### config.mk
export PLATFORM = sky130hd
export DESIGN_NAME = oaht_queue
export DESIGN_NICKNAME = d
export VERILOG_FILES = /design/src/rtl/oaht_pkg.sv /design/src/rtl/oaht_queue.sv
export SDC_FILE = /design/constraint.sdc
export NUM_CORES = 1
export LEC_CHECK = 0
export BUFFER_PORTS_ARGS = -buffer_cell sky130_fd_sc_hd__buf_4
export CAP_MARGIN = 10
export CORE_MARGIN = 1
export CORE_UTILIZATION = 30
export CTS_CLUSTER_SIZE = 16
export DETAILED_ROUTE_END_ITERATION = 6
export PLACE_DENSITY_LB_ADDON = 0.15
export SETUP_SLACK_MARGIN = 0.4
export SYNTH_ARGS = -nofsm -noshare
export SYNTH_HDL_FRONTEND = slang
export SYNTH_SLANG_ARGS = --single-unit
### constraint.sdc
create_clock -name clk -period 8.7 [get_ports clk]
set_input_delay 0.87 -clock clk [delete_from_list [all_inputs] [get_ports clk]]
set_output_delay 0.87 -clock clk [all_outputs]
set_load 0.02 [all_outputs]
### src/rtl/oaht_pkg.sv
// shared constants, codes, types and helper functions of the hash table
// no dependencies; used by every module of the block but oaht_ram
`timescale 1ns / 1ps

package oaht_pkg;

  localparam int MAX_TABLE_BITS  = 10;
  localparam int MIN_TABLE_SLOTS = 4;
  localparam int MIN_TABLE_BITS  = $clog2(MIN_TABLE_SLOTS);
  localparam int DEPTH           = 1 << MAX_TABLE_BITS;
  localparam int SLOT_W          = MAX_TABLE_BITS;
  localparam int CNT_W           = MAX_TABLE_BITS + 1;
  localparam int BITS_W          = 4;
  localparam int WORD_W          = 32;
  localparam int POLY_W          = 17;
  localparam int QUEUE_DEPTH     = 2;
  localparam int QPTR_W          = $clog2(QUEUE_DEPTH);
  localparam int QCNT_W          = $clog2(QUEUE_DEPTH + 1);

  typedef enum logic [1:0] {
    OP_LOOKUP = 2'd0,
    OP_INSERT = 2'd1,
    OP_DELETE = 2'd2,
    OP_CLEAR  = 2'd3
  } op_t;

  // response status codes
  localparam logic [1:0] ST_OK        = 2'd0;
  localparam logic [1:0] ST_NOT_FOUND = 2'd1;
  localparam logic [1:0] ST_FULL      = 2'd2;

  // slot state codes
  localparam logic [1:0] SLOT_EMPTY = 2'd0;
  localparam logic [1:0] SLOT_LIVE  = 2'd1;
  localparam logic [1:0] SLOT_TOMB  = 2'd2;

  typedef struct packed {
    op_t                op;
    logic [WORD_W-1:0]  key_word;
    logic [WORD_W-1:0]  data_word;
    logic [BITS_W-1:0]  bits;
    logic [SLOT_W-1:0]  start;
    logic [SLOT_W-1:0]  incr;
  } cmd_t;

  function automatic logic [BITS_W-1:0] eff_bits(input logic [BITS_W-1:0] tb);
    logic [BITS_W-1:0] b;
    b = tb;
    if (b > BITS_W'(MAX_TABLE_BITS)) b = BITS_W'(MAX_TABLE_BITS);
    if (b < BITS_W'(MIN_TABLE_BITS)) b = BITS_W'(MIN_TABLE_BITS);
    return b;
  endfunction

  // irreducible polynomial for each table size
  function automatic logic [POLY_W-1:0] gf_poly(input logic [BITS_W-1:0] b);
    logic [POLY_W-1:0] p;
    case (b)
      4'd2:    p = 17'd7;
      4'd3:    p = 17'd11;
      4'd4:    p = 17'd19;
      4'd5:    p = 17'd37;
      4'd6:    p = 17'd67;
      4'd7:    p = 17'd131;
      4'd8:    p = 17'd285;
      4'd9:    p = 17'd529;
      4'd10:   p = 17'd1033;
      4'd11:   p = 17'd2053;
      4'd12:   p = 17'd4179;
      4'd13:   p = 17'd8219;
      4'd14:   p = 17'd16427;
      4'd15:   p = 17'd32771;
      default: p = 17'd0;
    endcase
    return p;
  endfunction

endpackage

### src/rtl/oaht_queue.sv
// short command queue between the front end and the probe engine
// depends on oaht_pkg
`timescale 1ns / 1ps

module oaht_queue (
  input  logic           clk,
  input  logic           rst,
  input  logic           in_valid,
  output logic           in_ready,
  input  oaht_pkg::cmd_t in_cmd,
  output logic           out_valid,
  input  logic           out_ready,
  output oaht_pkg::cmd_t out_cmd
);

  oaht_pkg::cmd_t              entries [oaht_pkg::QUEUE_DEPTH];
  logic [oaht_pkg::QPTR_W-1:0] wr_ptr;
  logic [oaht_pkg::QPTR_W-1:0] rd_ptr;
  logic [oaht_pkg::QCNT_W-1:0] count;
  logic                        push;
  logic                        pop;

  assign in_ready  = count != oaht_pkg::QCNT_W'(oaht_pkg::QUEUE_DEPTH);
  assign out_valid = count != '0;
  assign out_cmd   = entries[rd_ptr];
  assign push      = in_valid && in_ready;
  assign pop       = out_valid && out_ready;

  always_ff @(posedge clk) begin
    if (rst) begin
      wr_ptr <= '0;
      rd_ptr <= '0;
      count  <= '0;
    end else begin
      if (push) begin
        wr_ptr <= (wr_ptr == oaht_pkg::QPTR_W'(oaht_pkg::QUEUE_DEPTH - 1)) ? '0 : wr_ptr + 1'b1;
      end
      if (pop) begin
        rd_ptr <= (rd_ptr == oaht_pkg::QPTR_W'(oaht_pkg::QUEUE_DEPTH - 1)) ? '0 : rd_ptr + 1'b1;
      end
      if (push && !pop) count <= count + 1'b1;
      else if (pop && !push) count <= count - 1'b1;
    end
    if (push) entries[wr_ptr] <= in_cmd;
  end

endmodule

Yosys cells after proc, flatten, opt, wreduce, memory -nomap -nowiden
Memories as Yosys holds them, arrays and structs flattened. A register that Yosys moved wholly into a read port is not among the register bits.
Index checks and enable logic that the tools add are counted.
{ "word_totals": {"register_bits": 4, "mem_bits_rw": 180, "inputBits": 94, "output_inout_bits": 92, "elab_cells": 25, "memories": 1} }
{ "classes": {"n_addsub": 4, "n_eq_ne": 1, "n_mux": 8, "reduce_logical": 8} }
{ "memory_table": {"columns": ["memory", "words", "word_bits", "rd", "rd_clocked_by_memory_dff", "wr", "line_no", "text"], "rows": [
  ["entries", 2, 90, 1, 1, 1, "oaht_queue.sv:16", "oaht_pkg::cmd_t entries [oaht_pkg::QUEUE_DEPTH];"]
]} }
{ "op_table": {"columns": ["op", "n"], "rows": [
  ["1-bit two-way mux", 6],
  ["1-bit logical AND", 4],
  ["2-bit two-way mux", 2],
  ["2-bit nonzero test", 2],
  ["1-bit adder, second input constant", 2],
  ["2-bit by 1-bit adder with 2-bit output, second input constant", 1],
  ["1-bit zero test", 2],
  ["2-bit inequality test, second input constant", 1],
  ["2-bit by 1-bit subtractor with 2-bit output, second input constant", 1]
]} }

Longest topological paths before layout
Gate-level depths: netlist of run 1.
{ "logic_depth": {"ltp_word": 6, "depth_mapped": 6} }

Worst setup path before layout of run 1
OpenSTA, ideal clock, no wires.
{ "synth_timing": {"path_type": "input-to-reg", "start": "input port in_valid", "end": "memory entries[1][0] in the netlist's numbering, enable pin", "arrival_ns": 3.010, "slack_ns": 5.230, "stages": 1, "path_buffers": 0, "path_cell_list": "and3_1"} }
{ "synth_via": {"elab_chain_cells": 3} }
{ "synth_rtl": {"columns": ["element", "line_no", "text"], "rows": [
  ["from (decl)", "oaht_queue.sv:8", "input logic in_valid,"],
  ["1-bit logical AND", "oaht_queue.sv:26", "assign push = in_valid && in_ready;"],
  ["1-bit two-way mux", "oaht_queue.sv:44", "if (push) entries[wr_ptr] <= in_cmd;"],
  ["1-bit two-way mux (implied by the code)", "oaht_queue.sv:44", null],
  ["to (decl)", "oaht_queue.sv:16", null]
]} }
No other way between the ends.

==> reports/results.ini, run 1 <==
[finish]
area_growth_pct=34.12
fillers=2026
diodes=0
layout-drive-gt1-share_pct=60.89
final-seq-area_mm2=0.005509
nets=596
most-common-layout-cells=188 x buf_4, 180 x edfxtp_1, 90 x mux2_2, 17 x clkbuf_16
design_area_mm2=0.009005
multi_input_area_mm2=0.001137
final_common_cell=buf_4

[timing]
tightest_slew_ps=738.0
maxSlewViolCount=0
hold_viol=0
rsz0062_at_grt=no
setup_violations=0
fmax_mhz=297.1
post-route-min-period_ps=3366
finalSetupTns_ps=0
relSlewSlack_pct=50.80
fin_crit_sh_pct=38.69
fin_skew_ps=6.468

[worst_hold_path]
min_path_cells=2
hold_path_class=register to register
holdCritStartpoint=count[1]

[clock_tree]
cts_hold_buf=0
cts.clk_slew.worst_paths_ps=70
clockBufferDepth=2
cts_resized=0
postCtsSetupBuffers=0
clockRootBuffer=clkbuf_16
cts_made_buffers=17
cts.sink_count=185
clk_latency_ps=410
cts_tree=done
htree_levels=4

[grt]
track_usage_pct=11.37
overflow=0
grt_max_degree=51
grt_pass1_vias=3701
grt_first_pass_wirelength_mm=19.14
antenna_found_initial=0

[drt]
dr.pass1.iters=4
highest_layer=met4
drc_errors=0
ant_nets=0
drt_iter0_markers=103
routedWlPerCell_um=16.41
vias=3437
avgViaCountPerCell=4.329
routed_wl_mm=13.03
route.met3.wl_mm=1.141
route.met2.wl_mm=6.246
met1_length_mm=5.503

[die]
rows=54
dieArea_mm2=0.02298
start_util_pct=30.67
ios=186
die_y_um=151.6
die_x_um=151.6
core_mm2=0.02189

[placement]
post_dp_cell_area_mm2=0.008414
gp_congestion=0.7059
post-dp-hpwl_mm=8.253
port_buffers=185

[logic_synthesis]
syn_area_mm2=0.006714
synth_warnings=0
avgSynthCellArea_um2=22.09
ys_types=18
ys_ff_latch=185
ys_seq_area_share_pct=82.00
synth_cells=304
syn_nets=399

[critical_path]
slowest_delay_ps=710
worstSetupPathType=register to output port
worstSetupEndpointType=output port
r2r-end=entries[0][42]
rr_startpoint=count[0]
crit_arrival_ps=2500
reg2reg_slack_ps=6340
cpMaxStageDelayCell=dfxtp_4
cp_max_fo=50
rr_worst_depth=4
crit_path_frequent_cell=buf_4
cp-start-kind=register
crit_chain=buf_4 > mux2_2 > buf_4
worstPathRequired_ps=7830
cp-endpoint=out_cmd[0]

[power_and_ir_drop]
p_per_area_mw_per_mm2=297.8
ir_drop_v=0.0001169
power.leakage_nw=3.298

[run_status]
status=complete, no violations

[job]
max_cap_violations=0

how the worst min path moves through the flow:
stage | to | slack (ps)
CTS | count[1] | 510
global route | count[1] | 530
global placement | count[1] | 490
finish | count[1] | 510
floorplan | count[1] | 470
detailed placement | count[1] | 500
flip-flops by register name (all words and copies together) (netlist names), named ones only:
name,flops
count,2
rd_ptr,1
wr_ptr,1
entries,180
logic make-up (layout without fill, tap and decap cells):
logic type | Yosys count | after routing | share of synthesized area, %
compound gates | 5 | 5 | 0.4473
fa+ha+maj | 1 | 1 | 0.1863
xor+xnor | 3 | 3 | 0.3914
buf+inv | 11 | 221 | 1.137
simple gates | 9 | 9 | 0.7458
mux | 90 | 90 | 15.10
flops | 185 | 185 | 82.00
cell usage after synthesis (all sizes together):
master / instances / share of area, %
edfxtp: 180 / 81
mux2: 90 / 15
buf: 10 / 1.1
dfxtp: 5 / 1.5
nor2: 3 / 0.17
xor2: 3 / 0.39
a21oi: 2 / 0.15
o21ai: 2 / 0.15
a21bo: 1 / 0.15
and2: 1 / 0.093
and3: 1 / 0.093
ha: 1 / 0.19
inv: 1 / 0.056
nand2b: 1 / 0.093
nand3b: 1 / 0.11
or2: 1 / 0.093
or3: 1 / 0.093
where the power goes:
part | switching (W) | internal (W)
clock network | 0.000346 | 0.000432
registers | 0.0000517 | 0.00111
logic | 0.000393 | 0.000345
cell type report:
class / instances / area share (%)
Timing Repair Buffer: 188 / 15.67
Sequential cell: 185 / 61.18
Inverter: 1 / 0.06947
Clock buffer: 18 / 4.766
Clock inverter: 14 / 1.792
Tap cell: 280 / 3.891
Multi-Input combinational cell: 108 / 12.63
metal layers:
layer	GRT usage, %	up-vias
li1	-	1595
met1	13.33	1703
met2	18.56	129
met3	4.760	10
met4	4.158	0
met5	0	-
metrics by stage:
step           hold slack [ps]  instances  setup slack, ps  utilization (%)  power (W)
3_5_place_dp             501.2        762             5705            38.44   0.001941
3_3_place_gp             488.1        762             5737            38.44   0.001933
4_1_cts                  511.6        794             5242            41.14   0.002727
6_report                 514.6        794             5334            41.14   0.002682
2_1_floorplan            470.5        304             5230                -   0.001637
5_1_grt                  534.7        794             5165            41.14   0.002811
worst max-delay path, delay by kind of cell, from the launching register on:
kind	cells	cell delay, ps
mux	1	440
buf+inv	2	800
flops	1	710
Power figures use the tool's default switching activity.
==> run 2: changes to the inputs <==
==> constraint.sdc (replaced) <==
create_clock -name clk -period 2.8 [get_ports clk]
set_input_delay 0.28 -clock clk [delete_from_list [all_inputs] [get_ports clk]]
set_output_delay 0.28 -clock clk [all_outputs]
set_load 0.02 [all_outputs]
==> reports/results.ini, run 2 (synthesized netlist as in run 1, its figures left out) <==
[timing]
relSlewSlack_pct=62.82
hold_ws_ps=38.29
fin_skew_ps=10.89
setup_violations=0
rsz0062_at_grt=no
fin_crit_sh_pct=76.94
hold_viol=0
post-route-min-period_ps=2154
maxSlewViolCount=0
tightest_slew_ps=557.6
fmax_mhz=464.2
finalSetupTns_ps=0

[clock_tree]
cts.sink_count=185
cts.clk_slew.worst_paths_ps=70
cts_hold_buf=0
clk_latency_ps=420
htree_levels=4
cts_tree=done
cts_resized=0
cts_made_buffers=17
clockRootBuffer=clkbuf_16
clockBufferDepth=2

[finish]
instances_no_fill=800
final_common_cell=buf_4
most-common-layout-cells=189 x buf_4, 180 x edfxtp_1, 90 x mux2_2, 17 x clkbuf_16
top_register=entries
largest_reg_flops=180
reg.largest.list=entries (180), count (2)
nets=601
layout-drive-gt1-share_pct=61.46
area_growth_pct=35.69
fillers=1992

[critical_path]
cpMaxStageDelayCell=dfxtp_4
cp_max_fo=19
cp-start-kind=register
worstSetupEndpointType=output port
crit_chain=buf_4 > mux2_2 > buf_4
worstSetupPathType=register to output port
crit_path_frequent_cell=buf_4
worstPathRequired_ps=2520
crit_arrival_ps=1870
slowest_delay_ps=610
cpLargestDelayFamily=flip-flops
critPathBufInv=2

[power_and_ir_drop]
power_frac_comb_pct=28.8
power.leakage_nw=3.338
p_sw_w=0.002526
seqPwrFrac_pct=42.9
intPower_w=0.005871
ir_drop_v=0.0005112
clkPwrFrac_pct=28.3
swShare_pct=30.08
p_per_area_mw_per_mm2=921.8

[drt]
ant_nets=0
routed_wl_mm=13.53
route.met3.wl_mm=1.252
met1_length_mm=5.751
dr.pass1.iters=4
avgViaCountPerCell=4.300
routedWlPerCell_um=16.91
drc_errors=0
highest_layer=met4
drt_iter0_markers=85
route.met2.wl_mm=6.407
vias=3440

[placement]
gp_congestion=0.6742
port_buffers=185
post-dp-hpwl_mm=8.538
placed_cells=766

[job]
max_cap_violations=0

[run_status]
status=complete, no violations

[grt]
grt_first_pass_wirelength_mm=19.37
antenna_found_initial=1
overflow=0
track_usage_pct=11.66
grt_pass1_vias=3650
grt_max_degree=91

[worst_hold_path]
hold_path_class=input port to register

[die]
rows=54
core_mm2=0.02189
ios=186
dieArea_mm2=0.02298
die_y_um=151.6
die_x_um=151.6
start_util_pct=30.67

-- run 2: cell count changes in the layout (fill, tap and decap cells not counted), moves of 2 or more --
| cell | previous run | this run |
|---|---|---|
| clkinv_8 | 0 | 2 |
| buf_12 | 0 | 3 |
| clkinv_4 | 1 | 4 |
| inv_6 | 4 | 2 |
-- run 2: what timing repair did --
item                                   CTS  global route
buffers inserted                         0             1
setup endpoints to repair                0            20
endpoints found under the hold margin    0             0
-- run 2: worst paths after layout --
path                            slack, ps        from             end  depth (start not counted)
worst max-delay path                  650    register     out_cmd[28]                          3
worst min-delay path                   40  in_cmd[76]  entries[1][76]                          1
worst max register to register        990    count[0]  entries[1][53]                          3
worst min register to register        510      rd_ptr          rd_ptr                          2
-- run 2: final cells by class --
| class | count | area (µm²) | share of cell area, % |
|---|---|---|---|
| sequential | 185 | 5509 | 60.47 |
| timing repair buffer | 193 | 1506 | 16.54 |
| clock buffer | 17 | 425.4 | 4.670 |
| multi-input combinational | 108 | 1145 | 12.57 |
| clock inverter | 15 | 163.9 | 1.799 |
| tap | 280 | 350.3 | 3.846 |
| antenna | 1 | 2.502 | 0.02747 |
| inverter | 1 | 7.507 | 0.08241 |
-- run 2: per-stage QoR --
stage	worst slack, ps	area (µm²)	utilization (%)	total power (W)
floorplan	410.3	6726	-	0.005085
finish	645.6	9110	41.62	0.008397
global route	521.5	9107	41.60	0.008793
global placement	937.0	8491	38.79	0.006056
detailed placement	893.8	8491	38.79	0.006086
CTS	422.6	9080	41.48	0.008486
-- run 2: routing by layer --
layer / GRT usage [%] / vias up
li1: - / 1614
met1: 13.51 / 1699
met2: 18.88 / 117
met5: 0 / -
met3: 5.689 / 10
met4: 3.713 / 0
-- run 2: power groups by stage --
stage | Sequential, W | Combinational, W | Clock, W
floorplan | 0.00359 | 0.00150 | 0
global placement | 0.00368 | 0.00237 | 0
detailed placement | 0.00370 | 0.00238 | 0
CTS | 0.00364 | 0.00240 | 0.00245
global route | 0.00364 | 0.00260 | 0.00255
finish | 0.00360 | 0.00242 | 0.00237
==> run 3: changes to the inputs <==
==> constraint.sdc (replaced) <==
create_clock -name clk -period 2 [get_ports clk]
set_input_delay 0.2 -clock clk [delete_from_list [all_inputs] [get_ports clk]]
set_output_delay 0.2 -clock clk [all_outputs]
set_load 0.02 [all_outputs]
==> reports/results.ini, run 3 (synthesized netlist as in run 1, its figures left out) <==
[run_status]
status=complete, no violations

[timing]
setup_violations=0
rsz0062_at_grt=yes
hold_viol=0
finalSetupTns_ps=0
fin_crit_sh_pct=92.77
fin_skew_ps=11.53
fin_ws_ps=144.5
post-route-min-period_ps=1855
maxSlewViolCount=0
relSlewSlack_pct=75.97
fmax_mhz=538.9
tightest_slew_ps=360.4

[clock_tree]
cts_made_buffers=17
clk_latency_ps=430
clockRootBuffer=clkbuf_16
cts.clk_slew.worst_paths_ps=60
clockBufferDepth=2
htree_levels=4
cts.sink_count=185
cts_tree=done

[finish]
most-common-layout-cells=180 x edfxtp_1, 116 x buf_4, 91 x dlygate4sd3_1, 73 x buf_6, 70 x mux2_4
design_area_mm2=0.01092
diodes=0
layout-drive-gt1-share_pct=53.60
area_growth_pct=62.62
nets=707
instances_no_fill=905
largest_reg_flops=180
top_register=entries
reg.largest.list=entries (180), count (2)
final_common_cell=edfxtp_1
fillers=1861

[power_and_ir_drop]
power.leakage_nw=4.199
ir_drop_v=0.0006957
p_per_area_mw_per_mm2=1219

[critical_path]
r2r-end=entries[0][82]
worstSetupPathType=register to output port
worstPathRequired_ps=1800
cp_max_fo=5
cpMaxStageDelayCell=dfxtp_4
worstSetupEndpointType=output port
cp-endpoint=out_cmd[13]
rr_startpoint=count[0]
slowest_delay_ps=370
reg2reg_slack_ps=410
crit_chain=buf_6 > buf_12 > clkbuf_16 > mux2_4 > buf_6
crit_path_frequent_cell=buf_6
cp-start-kind=register
crit_arrival_ps=1660
rr_worst_depth=4

[grt]
grt_pass1_vias=4156
antenna_found_initial=0
grt_max_degree=66
overflow=0
track_usage_pct=12.81
grt_first_pass_wirelength_mm=21.42

[drt]
routedWlPerCell_um=17.19
drt_iter0_markers=147
vias=3867
routed_wl_mm=15.56
dr.pass1.iters=4
drc_errors=0
ant_nets=0
avgViaCountPerCell=4.273

[job]
max_cap_violations=0

[placement]
place_ws_ps=458.7
post_dp_cell_area_mm2=0.008517
gp_congestion=0.6893
port_buffers=185
placed_cells=766
post-dp-hpwl_mm=8.454

[die]
die_y_um=151.6
dieArea_mm2=0.02298
rows=54
core_mm2=0.02189
start_util_pct=30.67
ios=186
die_x_um=151.6

[worst_hold_path]
holdCritStartpoint=in_valid
hold_path_class=input port to register

## run 3: cell types whose count changed in the layout (fill, tap and decap cells not counted), moves of 5 or more
cell,previous run,this run
buf_16,1,7
buf_4,189,116
buf_6,0,73
clkbuf_16,17,22
dlygate4sd3_1,0,91
mux2_2,90,20
mux2_4,0,70
## run 3: area by class of cell
cell class / count / area, µm² / share of cell area (%)
sequential: 185 / 5512 / 50.48
timing repair buffer: 299 / 3057 / 28.00
multi-input combinational: 108 / 1420 / 13.01
clock buffer: 17 / 425.4 / 3.896
tap: 280 / 350.3 / 3.209
clock inverter: 15 / 146.4 / 1.341
inverter: 1 / 7.507 / 0.06876
## run 3: what timing repair did
| item | in CTS | in global routing |
|---|---|---|
| setup buffers | 5 | 1 |
| gates resized for setup | 25 | 136 |
| cloned | 5 | 5 |
| endpoints found under the hold margin | 185 | 0 |
| setup endpoints to repair | 90 | 138 |
| hold buffers | 91 | 0 |
## run 3: power by group
group          switching [W]  total, W  internal (W)
sequential          0.000143   0.00499       0.00484
clock                0.00145   0.00329       0.00184
combinational        0.00227   0.00503       0.00275
## run 3: worst min-delay path by stage
stage,slack [ps],depth (start not counted),end
detailed placement,390,1,entries[1][27]
global placement,380,1,entries[0][22]
floorplan,260,1,count[0]
CTS,70,3,wr_ptr
global route,70,3,wr_ptr
finish,90,3,wr_ptr
## run 3: critical path: cells and delay by family, from the launching register on
family / cells / cell delay [ps]
muxes: 1 / 300
buffers and inverters: 4 / 560
DFF: 1 / 370
## run 3: metrics by stage
step	hold slack (ps)	utilization, %	power (W)
2_1_floorplan	265.0	-	0.007122
3_3_place_gp	384.5	38.91	0.008522
3_5_place_dp	387.9	38.91	0.008567
4_1_cts	68.72	46.90	0.01255
5_1_grt	68.25	49.87	0.01390
6_report	88.86	49.87	0.01331
## run 3: metal layers
layer | GRT usage (%) | wire length (µm)
met5 | 0 | 0
met4 | 5.050 | 212
met3 | 3.862 | 815
met2 | 21.99 | 7913
met1 | 14.96 | 6614
