$ cat src/rtl/oaht_pkg.sv
// shared constants, codes, types and helper functions of the hash table
// no dependencies; used by every module of the block but oaht_ram
`timescale 1ns / 1ps

package oaht_pkg;

  localparam int MAX_TABLE_BITS  = 10;
  localparam int MIN_TABLE_SLOTS = 4;
  localparam int MIN_TABLE_BITS  = $clog2(MIN_TABLE_SLOTS);
  localparam int DEPTH           = 1 << MAX_TABLE_BITS;
  localparam int SLOT_W          = MAX_TABLE_BITS;
  localparam int CNT_W           = MAX_TABLE_BITS + 1;
  localparam int BITS_W          = 4;
  localparam int WORD_W          = 32;
  localparam int POLY_W          = 17;
  localparam int QUEUE_DEPTH     = 2;
  localparam int QPTR_W          = $clog2(QUEUE_DEPTH);
  localparam int QCNT_W          = $clog2(QUEUE_DEPTH + 1);

  typedef enum logic [1:0] {
    OP_LOOKUP = 2'd0,
    OP_INSERT = 2'd1,
    OP_DELETE = 2'd2,
    OP_CLEAR  = 2'd3
  } op_t;

  // response status codes
  localparam logic [1:0] ST_OK        = 2'd0;
  localparam logic [1:0] ST_NOT_FOUND = 2'd1;
  localparam logic [1:0] ST_FULL      = 2'd2;

  // slot state codes
  localparam logic [1:0] SLOT_EMPTY = 2'd0;
  localparam logic [1:0] SLOT_LIVE  = 2'd1;
  localparam logic [1:0] SLOT_TOMB  = 2'd2;

  typedef struct packed {
    op_t                op;
    logic [WORD_W-1:0]  key_word;
    logic [WORD_W-1:0]  data_word;
    logic [BITS_W-1:0]  bits;
    logic [SLOT_W-1:0]  start;
    logic [SLOT_W-1:0]  incr;
  } cmd_t;

  function automatic logic [BITS_W-1:0] eff_bits(input logic [BITS_W-1:0] tb);
    logic [BITS_W-1:0] b;
    b = tb;
    if (b > BITS_W'(MAX_TABLE_BITS)) b = BITS_W'(MAX_TABLE_BITS);
    if (b < BITS_W'(MIN_TABLE_BITS)) b = BITS_W'(MIN_TABLE_BITS);
    return b;
  endfunction

  // irreducible polynomial for each table size
  function automatic logic [POLY_W-1:0] gf_poly(input logic [BITS_W-1:0] b);
    logic [POLY_W-1:0] p;
    case (b)
      4'd2:    p = 17'd7;
      4'd3:    p = 17'd11;
      4'd4:    p = 17'd19;
      4'd5:    p = 17'd37;
      4'd6:    p = 17'd67;
      4'd7:    p = 17'd131;
      4'd8:    p = 17'd285;
      4'd9:    p = 17'd529;
      4'd10:   p = 17'd1033;
      4'd11:   p = 17'd2053;
      4'd12:   p = 17'd4179;
      4'd13:   p = 17'd8219;
      4'd14:   p = 17'd16427;
      4'd15:   p = 17'd32771;
      default: p = 17'd0;
    endcase
    return p;
  endfunction

endpackage

$ cat src/rtl/oaht_if.sv
// request, response and configuration channel interfaces of the hash table
// depends on oaht_pkg
`timescale 1ns / 1ps

interface oaht_req_if;
  logic                       valid;
  logic                       ready;
  logic [1:0]                 op;
  logic [oaht_pkg::WORD_W-1:0] key_word;
  logic [oaht_pkg::WORD_W-1:0] hash_word;
  logic [oaht_pkg::WORD_W-1:0] data_word;
  modport source (output valid, op, key_word, hash_word, data_word, input ready);
  modport sink (input valid, op, key_word, hash_word, data_word, output ready);
endinterface


$ cat src/rtl/oaht_front.sv
// front end: takes requests, derives probe start and step, holds one command
// depends on oaht_pkg and oaht_if
`timescale 1ns / 1ps

module oaht_front (
  input  logic                         clk,
  input  logic                         rst,
  oaht_req_if.sink                     req,
  input  logic [oaht_pkg::BITS_W-1:0]  table_bits,
  output logic                         cmd_valid,
  input  logic                         cmd_ready,
  output oaht_pkg::cmd_t               cmd
);

  logic                        vld;
  oaht_pkg::cmd_t              cmd_r;
  oaht_pkg::cmd_t              cmd_next;
  logic [oaht_pkg::BITS_W-1:0] bits;
  logic [oaht_pkg::CNT_W-1:0]  size;
  logic [oaht_pkg::SLOT_W-1:0] mask;
  logic [oaht_pkg::SLOT_W-1:0] mix;

  always_comb begin
    bits = oaht_pkg::eff_bits(table_bits);
    size = oaht_pkg::CNT_W'(1) << bits;
    mask = oaht_pkg::SLOT_W'(size - oaht_pkg::CNT_W'(1));
    mix  = (req.hash_word[oaht_pkg::SLOT_W-1:0] ^ req.hash_word[oaht_pkg::SLOT_W+2:3]) & mask;
    cmd_next.op        = oaht_pkg::op_t'(req.op);
    cmd_next.key_word  = req.key_word;
    cmd_next.data_word = req.data_word;
    cmd_next.bits      = bits;
    cmd_next.start     = ~req.hash_word[oaht_pkg::SLOT_W-1:0] & mask;
    cmd_next.incr      = (mix == '0) ? mask : mix;
  end

  assign req.ready = !vld || cmd_ready;
  assign cmd_valid = vld;
  assign cmd       = cmd_r;

  always_ff @(posedge clk) begin
    if (rst) begin
      vld <= 1'b0;
    end else if (req.valid && req.ready) begin
      vld <= 1'b1;
    end else if (cmd_ready) begin
      vld <= 1'b0;
    end
    if (req.valid && req.ready) cmd_r <= cmd_next;
  end

endmodule

$ cat src/flat_wrapper.sv
// flat-port wrapper written by rule: the top's interface ports become plain ports
module oaht_front_flat 
  (clk, rst, table_bits, cmd_valid, cmd_ready, cmd, req_valid, req_op, req_key_word, req_hash_word, req_data_word, req_ready);
  oaht_req_if req_i ();
  input  logic clk;
  input  logic rst;
  input  logic [oaht_pkg::BITS_W-1:0] table_bits;
  output logic cmd_valid;
  input  logic cmd_ready;
  output oaht_pkg::cmd_t cmd;
  input wire logic [$bits(req_i.valid)-1:0] req_valid;
  input wire logic [$bits(req_i.op)-1:0] req_op;
  input wire logic [$bits(req_i.key_word)-1:0] req_key_word;
  input wire logic [$bits(req_i.hash_word)-1:0] req_hash_word;
  input wire logic [$bits(req_i.data_word)-1:0] req_data_word;
  output wire logic [$bits(req_i.ready)-1:0] req_ready;
  assign req_i.valid = req_valid;
  assign req_i.op = req_op;
  assign req_i.key_word = req_key_word;
  assign req_i.hash_word = req_hash_word;
  assign req_i.data_word = req_data_word;
  assign req_ready = req_i.ready;
  oaht_front u_core (.clk(clk), .rst(rst), .req(req_i), .table_bits(table_bits), .cmd_valid(cmd_valid), .cmd_ready(cmd_ready), .cmd(cmd));
endmodule
$ cat config.mk
export PLATFORM = sky130hd
export DESIGN_NAME = oaht_front_flat
export DESIGN_NICKNAME = d
export VERILOG_FILES = /design/src/rtl/oaht_pkg.sv /design/src/rtl/oaht_if.sv /design/src/rtl/oaht_front.sv /design/src/flat_wrapper.sv
export SDC_FILE = /design/constraint.sdc
export NUM_CORES = 1
export LEC_CHECK = 0
export ABC_AREA = 1
export BUFFER_PORTS_ARGS = -buffer_cell sky130_fd_sc_hd__buf_4
export CORE_MARGIN = 8
export CORE_UTILIZATION = 30
export DETAILED_ROUTE_END_ITERATION = 8
export PLACE_DENSITY = 0.63
export SYNTH_ARGS = -nofsm -noshare
export SYNTH_HDL_FRONTEND = slang
export SYNTH_SLANG_ARGS = --single-unit
$ cat constraint.sdc
create_clock -name clk -period 10.2 [get_ports clk]
set_clock_uncertainty 0.2 [all_clocks]
set_input_delay 1.02 -clock clk [delete_from_list [all_inputs] [get_ports clk]]
set_output_delay 1.02 -clock clk [all_outputs]
set_load 0.02 [all_outputs]
* After elaboration in Yosys (flattened, before gate mapping)
Index checks and enable logic that the tools add are counted.
** Word-level totals
- Bits of input ports :: 106
- Logic and storage cells :: 25
- Flip-flop bits (word level) :: 91
- Output and inout port bits :: 92
** Cells by class
- Reduce and logical (&&, ||, !) cells :: 5
- Magnitude comparators :: 2
- Bitwise logic cells :: 4
- $add $sub $neg :: 1
- Shift operators :: 1
- Mux-type cells :: 5
** Operators with widths (number)
- $and 10x10->10 :: 2
- $logic_not 10->1 :: 1
- $mux 10 :: 1
- $not 10->10 :: 1
- $shl 1x4->10 const A :: 1
- $sub 10x1->10 const B :: 1
- $xor 10x10->10 :: 1
- $mux 4 :: 2
- $gt 4x4->1 const B :: 1
- $lt 4x2->1 const B :: 1
- $mux 1 :: 2
- $reduce_bool 2->1 :: 1
- $logic_and 1x1->1 :: 1
- $logic_not 1->1 :: 1
- $logic_or 1x1->1 :: 1

* Logic depth before layout (Yosys ltp)
Gate-level depths: netlist of run 1.
- Depth after elaboration :: 9
- Mapped depth :: 10
- Depth with buffers taken out :: 10

* Worst setup path after synthesis of run 1
No wires, ideal clock.
- Path kind :: input -> register
- Start :: in req_valid
- End :: reg u_core.cmd_r (netlist bit u_core.cmd[0]), enable pin
- Library setup time :: 568 ps
- Path slack :: 4021 ps
- Data arrival time :: 5410 ps
- Stages :: 2
- Required time :: 9432 ps
- Path through :: inv_1 a21oi_1
** Between the ends
- Word-level cells in the longest chain between the ends :: 1
** RTL lines
- start: declaration :: RTL line flat_wrapper.sv:11 : input wire logic [$bits(req_i.valid)-1:0] req_valid;
- $logic_and 1x1->1 :: RTL line oaht_front.sv:48 : if (req.valid && req.ready) cmd_r <= cmd_next;
- end signal: assignment :: RTL line oaht_front.sv:48
- end: declaration :: RTL line oaht_front.sv:16 : oaht_pkg::cmd_t cmd_r;
Every way passes these cells.
A chain may end at the register's enable or synchronous reset.

* Worst setup path in the final report of run 1
- Start :: in cmd_ready
- End :: reg u_core.cmd_r (netlist bit u_core.cmd[78]), enable pin
** Between the ends
- Word-level cells in the longest chain between the ends :: 2
** RTL lines
- start: declaration :: RTL line flat_wrapper.sv:9 : input logic cmd_ready;
- $logic_or 1x1->1 :: RTL line oaht_front.sv:36 : assign req.ready = !vld || cmd_ready;
- $logic_and 1x1->1 :: RTL line oaht_front.sv:48
Every way passes these cells.

==> results of run 1 <==
[power breakdown]
part	internal (uW)	leakage (uW)	switching, uW	total [uW]
registers	439	0.000884	6.30	446
logic	56.5	0.00118	73.0	129
clock network	87.7	0.0000795	126	214
[layer usage]
metal | GRT usage (%) | share of wire, % | vias to the layer above | wire [um]
met5 | 0 | 0 | - | 0
met4 | 5.62 | 1.7 | 0 | 153
met1 | 14.5 | 41 | 1039 | 3760
li1 | - | - | 1073 | -
met3 | 5.64 | 11 | 9 | 1050
met2 | 19.4 | 46 | 125 | 4230
[worst max-delay path, stage by stage]
cell and delay (ns):
buf_4 0.08, inv_1 0.06, a21oi_4 0.76, buf_4 0.74
[placed cells by master, fill, tap and decap left out, types with 2 or more instances in the layout]
cell | Yosys | layout
buf_4 | 0 | 179
edfxtp_1 | 90 | 90
nand2_1 | 28 | 28
nand4_1 | 13 | 13
inv_1 | 12 | 12
nor2_1 | 9 | 9
clkbuf_8 | 0 | 9
xor2_1 | 7 | 7
nand2_2 | 5 | 5
nand3_1 | 5 | 5
a21oi_1 | 5 | 4
inv_2 | 2 | 2
clkinv_1 | 1 | 2
nand3_2 | 2 | 2
or2_1 | 2 | 2
conb_1 | 1 | 2
inv_6 | 0 | 2
clkinvlp_4 | 0 | 2
[final timing paths]
kind                                                    start                       endpoint  slack [ns]  depth (start not counted)
worst max-delay path                                cmd_ready       u_core.cmd[78]$_DFFE_PP_        7.27                          4
worst min register to register  u_core.cmd_valid$_SDFFE_PP0P_  u_core.cmd_valid$_SDFFE_PP0P_        0.35                          2
worst min-delay path            u_core.cmd_valid$_SDFFE_PP0P_  u_core.cmd_valid$_SDFFE_PP0P_        0.35                          2
worst max register to register  u_core.cmd_valid$_SDFFE_PP0P_       u_core.cmd[78]$_DFFE_PP_        7.71                          2
[per-stage QoR]
stage / std cells / cell area, um^2 / utilization (%) / total power [uW]
floorplan: 194 / 3290 / - / 516
global placement: 511 / 4800 / 44.7 / 583
detailed placement: 511 / 4800 / 44.7 / 586
CTS: 526 / 4970 / 46.2 / 801
global route: 526 / 4970 / 46.2 / 826
finish: 526 / 4970 / 46.2 / 789
[cells by family after synthesis]
kind of cell / count (synthesis)
xor+xnor: 8
buf+inv: 18
other cells: 1
flops: 91
simple gates: 67
fa+ha+maj: 1
compound gates: 7
[final cells by class]
class | instances | area (um^2)
clock buffers | 9 | 124
clock inverters | 6 | 41.3
fillers | 984 | 5780
inverters | 16 | 67.6
multi-input cells | 85 | 494
flip-flops and latches | 91 | 2720
well taps | 140 | 175
repair buffers | 179 | 1340
[registers in the layout (all words and copies together), names as in the netlist]
name	flops
u_core.cmd_valid	1
u_core.cmd	90
==> impl_metrics.yaml, run 1 <==
run_status:
  status: "finished clean"
logic_synthesis:
  synth_top_area_share_pct: 82.3
  synth-simple-area-share_pct: 10.7
  ys_seq_elements: 91
  postSynth.asyncResetShare_pct: 0
  synth-compound-area-share_pct: 1.26
  netlist_instances: 193
  netlist_area_um2: 3280
  ys_warn_count: 0
  synthMostInstantiatedCell: "edfxtp_1"
  synth_top_area_cell: "edfxtp_1"
  yosys_most_used_dff: "edfxtp_1"
  muxShareOfSynthArea_pct: 0
  yosysSeqAreaShare_pct: 82.9
  synth_fa_ha_area_share_pct: 0.381
  avgSynthCellArea_um2: 17.0
  yosysUniqueCellTypes: 25
  synth_area_leaders: "edfxtp_1 (82%), nand2_1 (3.2%), nand4_1 (2.5%)"
  synth_edf_count: 90
  synth_common_cells: "edfxtp_1 (90), nand2_1 (28), nand4_1 (13), inv_1 (12), nor2_1 (9)"
  synth_top_family_by_area: "simple AND/OR/NAND/NOR gates"
  synth-xor-area-share_pct: 2.13
clock_tree:
  h-tree-depth: 3
  cts-resized-gates: 0
  insertion_delay_ns: 0.35
  cts_root_buf: "clkbuf_8"
  clkTransAtPathRegs_ns: 0.09
  cts_setup_buffers: 0
  cts_buffers: 9
  cts.sinks: 91
  cts_tree: "done"
  ctsHoldBuffers: 0
  clock_path_buffers: 2
route:
  drc: 0
  postRouteAntennaNets: 0
  wl_per_cell_um: 17.5
  num_vias: 2246
  via_per_inst: 4.27
  drt_wl_total_mm: 9.20
  firstDrtPassIters: 4
  drt-initial-drc-count: 113
placement:
  place_congestion: 0.764
  place_ws_ns: 6.87
  dpl.hpwl_mm: 7.31
  portBuffers: 178
global_route:
  overflow: 0
  grtUsageTotal_pct: 12.4
  antenna_found_initial: 0
  grt_pass1_vias: 2272
  grt_pass1_wl_mm: 13.5
  grt_max_degree: 62
sta:
  drv_slew: 0
  whs_ns: 0.350
  hold_viol: 0
  grt_setup_unrepaired: "false"
  min_period_ns: 2.93
  tightest_slew_ns: 0.968
  fin_ws_ns: 7.27
  fmax_mhz: 342
  finalSetupViolations: 0
  final.setup.tns_ns: 0
  slew_headroom_pct: 35.3
  min_period_over_period_pct: 28.7
final_layout:
  area.growth.synth_to_final_pct: 51.3
  layout.nets: 489
  drive_gt1_share_pct: 53.9
  diodes: 0
worst_setup_path:
  cp.required_ns: 9.98
  arrival_ns: 2.71
  path_class: "input port to flip-flop"
  endpoint_kind: "flip-flop"
  crit_fanout: 61
  crit_path_start_kind: "input port"
floorplanning:
  die-area_um2: 14600
  fp-row-count: 38
  initial_core_util_pct: 30.6
  coreArea_um2: 10700
  ioPinCount: 198
  die_h_um: 121
  die_w_um: 121
power:
  power_density_nw_per_um2: 159
  peakVddDrop_uv: 69.8
  leakagePower_uw: 0.00215
min_path:
  min_path_type: "flip-flop to flip-flop"
flow_run:
  cap_viol_max_count: 0
(Power assumes the default switching activity.)
==> run 2, diff against run 1 <==
==> constraint.sdc (replaced) <==
create_clock -name clk -period 2.7 [get_ports clk]
set_clock_uncertainty 0.2 [all_clocks]
set_input_delay 0.27 -clock clk [delete_from_list [all_inputs] [get_ports clk]]
set_output_delay 0.27 -clock clk [all_outputs]
set_load 0.02 [all_outputs]
==> run 2 against run 1 <==
Against the previous run: sequential cell count unchanged; hold slack got worse by 0.31 ns; setup slack got worse by 6.4 ns; global-route usage increased by 1.8 points; count of clock-buffer cells in the layout increased by 1; sequential power increased to 3.8 times the previous value; first-iteration DRC count increased by 78%; combinational power increased to 4.6 times the previous value; routed wire length increased by 14%; via count increased by 16%; clock power increased to 4.3 times the previous value; power increased to 4.1 times the previous value.
==> impl_metrics.yaml, run 2 (synthesis results as in run 1) <==
run_status:
  status: "finished clean"
floorplanning:
  die_w_um: 121
  die_h_um: 121
  coreArea_um2: 10700
  ioPinCount: 198
  initial_core_util_pct: 30.6
  die-area_um2: 14600
  fp-row-count: 38
worst_setup_path:
  slowest_delay_ns: 0.54
  cp.required_ns: 2.72
  path_class: "input port to flip-flop"
  r2r_start: "u_core.cmd_valid$_SDFFE_PP0P_"
  crit_fanout: 10
  rrSetupSlack_ns: 1.24
  reg2reg_depth: 2
  path_cells: "dlygate4sd3_1 -> buf_4 -> inv_1 -> nand4_1 -> nand3_1 -> nand2_1 -> nor2_8 -> nand4_1 -> nand2_1"
  r2r_end: "u_core.cmd[21]$_DFFE_PP_"
  arrival_ns: 1.87
  crit_path_start_kind: "input port"
  endpoint_kind: "flip-flop"
  crit_slowest_cell: "dlygate4sd3_1"
clock_tree:
  clock_path_buffers: 2
  clkTransAtPathRegs_ns: 0.09
  insertion_delay_ns: 0.35
  cts_root_buf: "clkbuf_8"
  cts.sinks: 91
  cts_tree: "done"
  h-tree-depth: 3
  cts_buffers: 9
final_layout:
  diodes: 0
  final_common_cell: "buf_4"
  drive_gt1_share_pct: 45.1
  largest_reg_flops: 90
  layout.nets: 568
  area.growth.synth_to_final_pct: 76.7
  final_cell_mix: "buf_4 (179), edfxtp_1 (90), dlygate4sd3_1 (78)"
  final_cells: 606
power:
  power_density_nw_per_um2: 551
  peakVddDrop_uv: 268
  leakagePower_uw: 0.00250
  power.total_uw: 3200
global_route:
  grt_pass1_vias: 2757
  grt_max_degree: 66
  grt_pass1_wl_mm: 15.9
  overflow: 0
  antenna_found_initial: 0
  grtUsageTotal_pct: 14.2
placement:
  dpl.hpwl_mm: 7.51
  portBuffers: 178
  dp_cells: 512
  place_congestion: 0.772
sta:
  drv_slew: 0
  min_period_ns: 1.86
  final.setup.tns_ns: 0
  hold_viol: 0
  fmax_mhz: 538
  grt_setup_unrepaired: "false"
  min_period_over_period_pct: 68.8
  finalSetupViolations: 0
route:
  drc: 0
  num_vias: 2612
  drt-initial-drc-count: 201
  postRouteAntennaNets: 0
  drt_wl_total_mm: 10.5
  wl_per_cell_um: 17.4
  firstDrtPassIters: 4
  via_per_inst: 4.31
min_path:
  min_delay_path_depth: 2
  min_path_type: "input port to flip-flop"
  min_to: "u_core.cmd[19]$_DFFE_PP_"
  hold_start: "req_hash_word[9]"
flow_run:
  cap_viol_max_count: 0
## run 2: changes by cell type in the layout (fill, tap and decap cells not counted)
cell,previous run,this run
clkinv_1,2,1
clkinv_2,1,0
clkinv_4,0,2
clkbuf_1,0,1
buf_12,0,1
dlygate4sd3_1,0,78
bufinv_16,0,1
clkinvlp_4,2,1
## run 2: final cells by class
type	count	area (um^2)
Inverter	16	67.6
Fill cell	882	4940
Tap cell	140	175
Timing Repair Buffer	258	2140
Sequential cell	91	2720
Clock buffer	10	128
Multi-Input combinational cell	85	494
Clock inverter	6	72.6
## run 2: per-layer routing
metal	GRT usage [%]	wire [um]	vias to the layer above
met5	0	0	-
met4	3.75	91	0
met3	6.06	1170	8
met2	24.5	5300	124
met1	15.8	3960	1246
li1	-	-	1234
## run 2: how the worst max path moves through the flow
stage	start	endpoint	slack, ns	cells past startpoint
floorplan	u_core.cmd_valid$_SDFFE_PP0P_	u_core.cmd[0]$_DFFE_PP_	0.14	1
global placement	table_bits[1]	u_core.cmd[5]$_DFFE_PP_	1.08	8
detailed placement	table_bits[1]	u_core.cmd[5]$_DFFE_PP_	1.04	8
CTS	table_bits[1]	u_core.cmd[5]$_DFFE_PP_	0.87	9
global route	table_bits[1]	u_core.cmd[5]$_DFFE_PP_	0.72	9
finish	table_bits[1]	u_core.cmd[5]$_DFFE_PP_	0.84	9
## run 2: stage by stage
| stage | area [um^2] | utilization, % | hold slack (ns) | worst slack (ns) |
|---|---|---|---|---|
| finish | 5800 | 54.0 | 0.0349 | 0.842 |
| global placement | 4820 | 44.9 | 0.228 | 1.08 |
| floorplan | 3300 | - | 0.139 | 0.141 |
| detailed placement | 4820 | 44.9 | 0.232 | 1.04 |
| global route | 5800 | 54.0 | 0.0145 | 0.722 |
| CTS | 5800 | 54.0 | 0.00280 | 0.874 |
## run 2: power breakdown
| group | total, uW | switching, uW | internal, uW | leakage, uW |
|---|---|---|---|---|
| registers | 1680 | 26.3 | 1660 | 0.000884 |
| logic | 595 | 304 | 291 | 0.00152 |
| clock network | 921 | 483 | 438 | 0.0000975 |
## run 2: worst max-delay path, delay by kind of cell
| kind | cells | cell delay (ns) |
|---|---|---|
| buffers and inverters | 3 | 0.81 |
| AND/OR/NAND/NOR | 6 | 0.78 |
## run 2: repair_timing
item	4_1_cts	5_1_grt
gates resized for setup	0	0
hold buffers	78	0
buffers inserted	0	0
hold endpoints to repair	77	0
==> run 3, diff against run 2 <==
--- a/config.mk
+++ b/config.mk
@@ -5,12 +5,12 @@
 export SDC_FILE = /design/constraint.sdc
 export NUM_CORES = 1
 export LEC_CHECK = 0
-export ABC_AREA = 1
+export ABC_AREA = 0
 export BUFFER_PORTS_ARGS = -buffer_cell sky130_fd_sc_hd__buf_4
 export CORE_MARGIN = 8
 export CORE_UTILIZATION = 30
 export DETAILED_ROUTE_END_ITERATION = 8
-export PLACE_DENSITY = 0.63
+export PLACE_DENSITY = 0.66
 export SYNTH_ARGS = -nofsm -noshare
 export SYNTH_HDL_FRONTEND = slang
 export SYNTH_SLANG_ARGS = --single-unit
==> constraint.sdc (replaced) <==
create_clock -name clk -period 1.68 [get_ports clk]
set_clock_uncertainty 0.2 [all_clocks]
set_input_delay 0.168 -clock clk [delete_from_list [all_inputs] [get_ports clk]]
set_output_delay 0.168 -clock clk [all_outputs]
set_load 0.02 [all_outputs]
==> run 3 against run 2 <==
Against the previous run: routed wire length shrank 7.1%; setup slack lost 0.73 ns; core utilization grew 1.6 points; sequential power grew 61%; synthesized cell count shrank 13%; critical path depth shrank 3; first-iteration DRC count shrank 25%; register-to-register slack lost 0.95 ns; largest cell class unchanged; power grew 64%.
==> impl_metrics.yaml, run 3 <==
run_status:
  status: "finished clean"
logic_synthesis:
  muxShareOfSynthArea_pct: 0
  synth_fa_ha_area_share_pct: 0.387
  synth-simple-area-share_pct: 4.61
  synth-xor-area-share_pct: 3.25
  synth_edf_count: 90
  netlist_area_um2: 3230
  yosys_most_used_dff: "edfxtp_1"
  postSynth.asyncResetShare_pct: 0
  ys_warn_count: 0
  avgSynthCellArea_um2: 19.4
  synth_top_area_share_pct: 83.6
  synth_top_family_by_area: "compound AO/OA/AOI/OAI gates"
  synthMostInstantiatedCell: "edfxtp_1"
  yosysUniqueCellTypes: 35
  ys_seq_elements: 91
  synth_common_cells: "edfxtp_1 (90), nor2_1 (12), xnor2_1 (8), nand2_1 (7), a21oi_2 (5)"
  yosysSeqAreaShare_pct: 84.2
  synth_area_leaders: "edfxtp_1 (84%), xnor2_1 (2.2%), nor2_1 (1.4%)"
  synth-compound-area-share_pct: 6.27
  netlist_instances: 167
  synth_top_area_cell: "edfxtp_1"
global_route:
  overflow: 0
  grt_max_degree: 47
  grtUsageTotal_pct: 13.6
  grt_pass1_wl_mm: 15.1
  antenna_found_initial: 0
  grt_pass1_vias: 2778
worst_setup_path:
  cp.required_ns: 1.68
  arrival_ns: 1.57
  path_class: "input port to flip-flop"
  crit_fanout: 8
  crit_path_start_kind: "input port"
  endpoint_kind: "flip-flop"
sta:
  tightest_slew_ns: 0.535
  min_period_over_period_pct: 93.1
  fmax_mhz: 639
  hold_viol: 0
  min_period_ns: 1.56
  grt_setup_unrepaired: "false"
  drv_slew: 0
  slew_headroom_pct: 64.0
  finalSetupViolations: 0
route:
  drt_wl_total_mm: 9.77
  drt-initial-drc-count: 151
  num_vias: 2519
  postRouteAntennaNets: 0
  drc: 0
  wl_per_cell_um: 16.3
  firstDrtPassIters: 5
  via_per_inst: 4.20
final_layout:
  diodes: 0
  final_common_cell: "buf_4"
  area.growth.synth_to_final_pct: 84.1
  nFillCells: 870
  final_cell_area_um2: 5950
  drive_gt1_share_pct: 50.9
  layout.nets: 562
  final_cell_mix: "buf_4 (201), edfxtp_1 (90), dlygate4sd3_1 (77)"
  largest_reg_flops: 90
  multi_input_area_um2: 509
  regArea_um2: 2730
clock_tree:
  clkTransAtPathRegs_ns: 0.08
  clock_path_buffers: 2
  cts.sinks: 91
  cts_root_buf: "clkbuf_8"
  cts_setup_buffers: 0
  cts_tree: "done"
  h-tree-depth: 3
  insertion_delay_ns: 0.34
  cts_buffers: 9
floorplanning:
  die_h_um: 120
  die-area_um2: 14300
  initial_core_util_pct: 30.2
  coreArea_um2: 10700
  die_w_um: 120
  ioPinCount: 198
  fp-row-count: 38
power:
  power.total_uw: 5260
  peakVddDrop_uv: 427
  leakagePower_uw: 0.00249
  power_density_nw_per_um2: 885
placement:
  portBuffers: 178
  place_congestion: 0.757
  place_area_um2: 4960
  dpl.hpwl_mm: 6.89
min_path:
  min_path_type: "input port to flip-flop"
flow_run:
  cap_viol_max_count: 0
run 3: cell count changes after synthesis, moves of 3 or more:
cell | previous run | this run
a21oi_2 | 1 | 5
inv_1 | 12 | 2
nand2_1 | 28 | 7
nand2_2 | 5 | 0
nand3_1 | 5 | 2
nand4_1 | 13 | 0
nor2_1 | 9 | 12
o21ai_2 | 0 | 3
xnor2_1 | 1 | 8
xor2_1 | 7 | 4
run 3: worst max-delay path: stages:
cell and delay (ns):
dlygate4sd3_1 0.53, buf_4 0.15, xnor2_2 0.18, o21a_1 0.18
nand3_4 0.17, a21oi_2 0.19
run 3: routing by layer:
layer | track usage (%) | vias up | routed length [um]
met4 | 4.92 | 0 | 109
li1 | - | 1206 | -
met1 | 14.3 | 1183 | 3670
met2 | 24.2 | 121 | 5040
met5 | 0 | - | 0
met3 | 5.17 | 9 | 948
run 3: kinds of logic after synthesis:
family | Yosys count
AND/OR/NAND/NOR | 30
XOR/XNOR | 12
flip-flops | 91
other | 1
buffers and inverters | 7
AO/OA/AOI/OAI | 25
adder cells (fa/ha/maj) | 1
run 3: power by group:
part | leakage [uW] | internal [uW] | total (uW) | switching (uW)
logic | 0.00150 | 526 | 998 | 471
clock network | 0.000105 | 838 | 1560 | 718
registers | 0.000884 | 2670 | 2710 | 44.1
total | 0.00249 | 4030 | 5260 | 1230
run 3: repair_timing:
item                       in CTS  in global routing
resized for setup               0                  1
setup endpoints to repair       0                  1
hold endpoints to repair       76                  0
hold buffers                   77                  0
run 3: path summary, 6_finish.rpt:
path	slack (ns)	depth (start not counted)	to	start
worst max-delay path	0.12	6	u_core.cmd[7]$_DFFE_PP_	req_hash_word[2]
worst max register to register	0.29	3	u_core.cmd[9]$_DFFE_PP_	u_core.cmd_valid$_SDFFE_PP0P_
worst min register to register	0.74	3	u_core.cmd[28]$_DFFE_PP_	u_core.cmd_valid$_SDFFE_PP0P_
worst min-delay path	0.03	3	u_core.cmd[8]$_DFFE_PP_	req_hash_word[11]
run 3: layout make-up:
cell class                      instances  share of cell area (%)
Clock buffer                           11                    2.21
Clock inverter                          5                    1.30
Inverter                                3                   0.189
Multi-Input combinational cell         70                    8.56
Sequential cell                        91                    45.8
Tap cell                              140                    2.94
Timing Repair Buffer                  280                    39.0
run 3: per-stage QoR:
step	worst slack [ns]	std cells	hold slack (ns)	utilization, %	setup TNS, ns
4_1_cts	0.0614	600	0.00327	55.6	0
3_3_place_gp	-0.152	507	0.115	46.4	-1.10
2_1_floorplan	-0.0994	168	0.0274	-	-8.95
6_report	0.115	600	0.0312	55.6	0
5_1_grt	0.0739	600	0.0161	55.6	0
3_5_place_dp	-0.151	507	0.118	46.4	-1.10
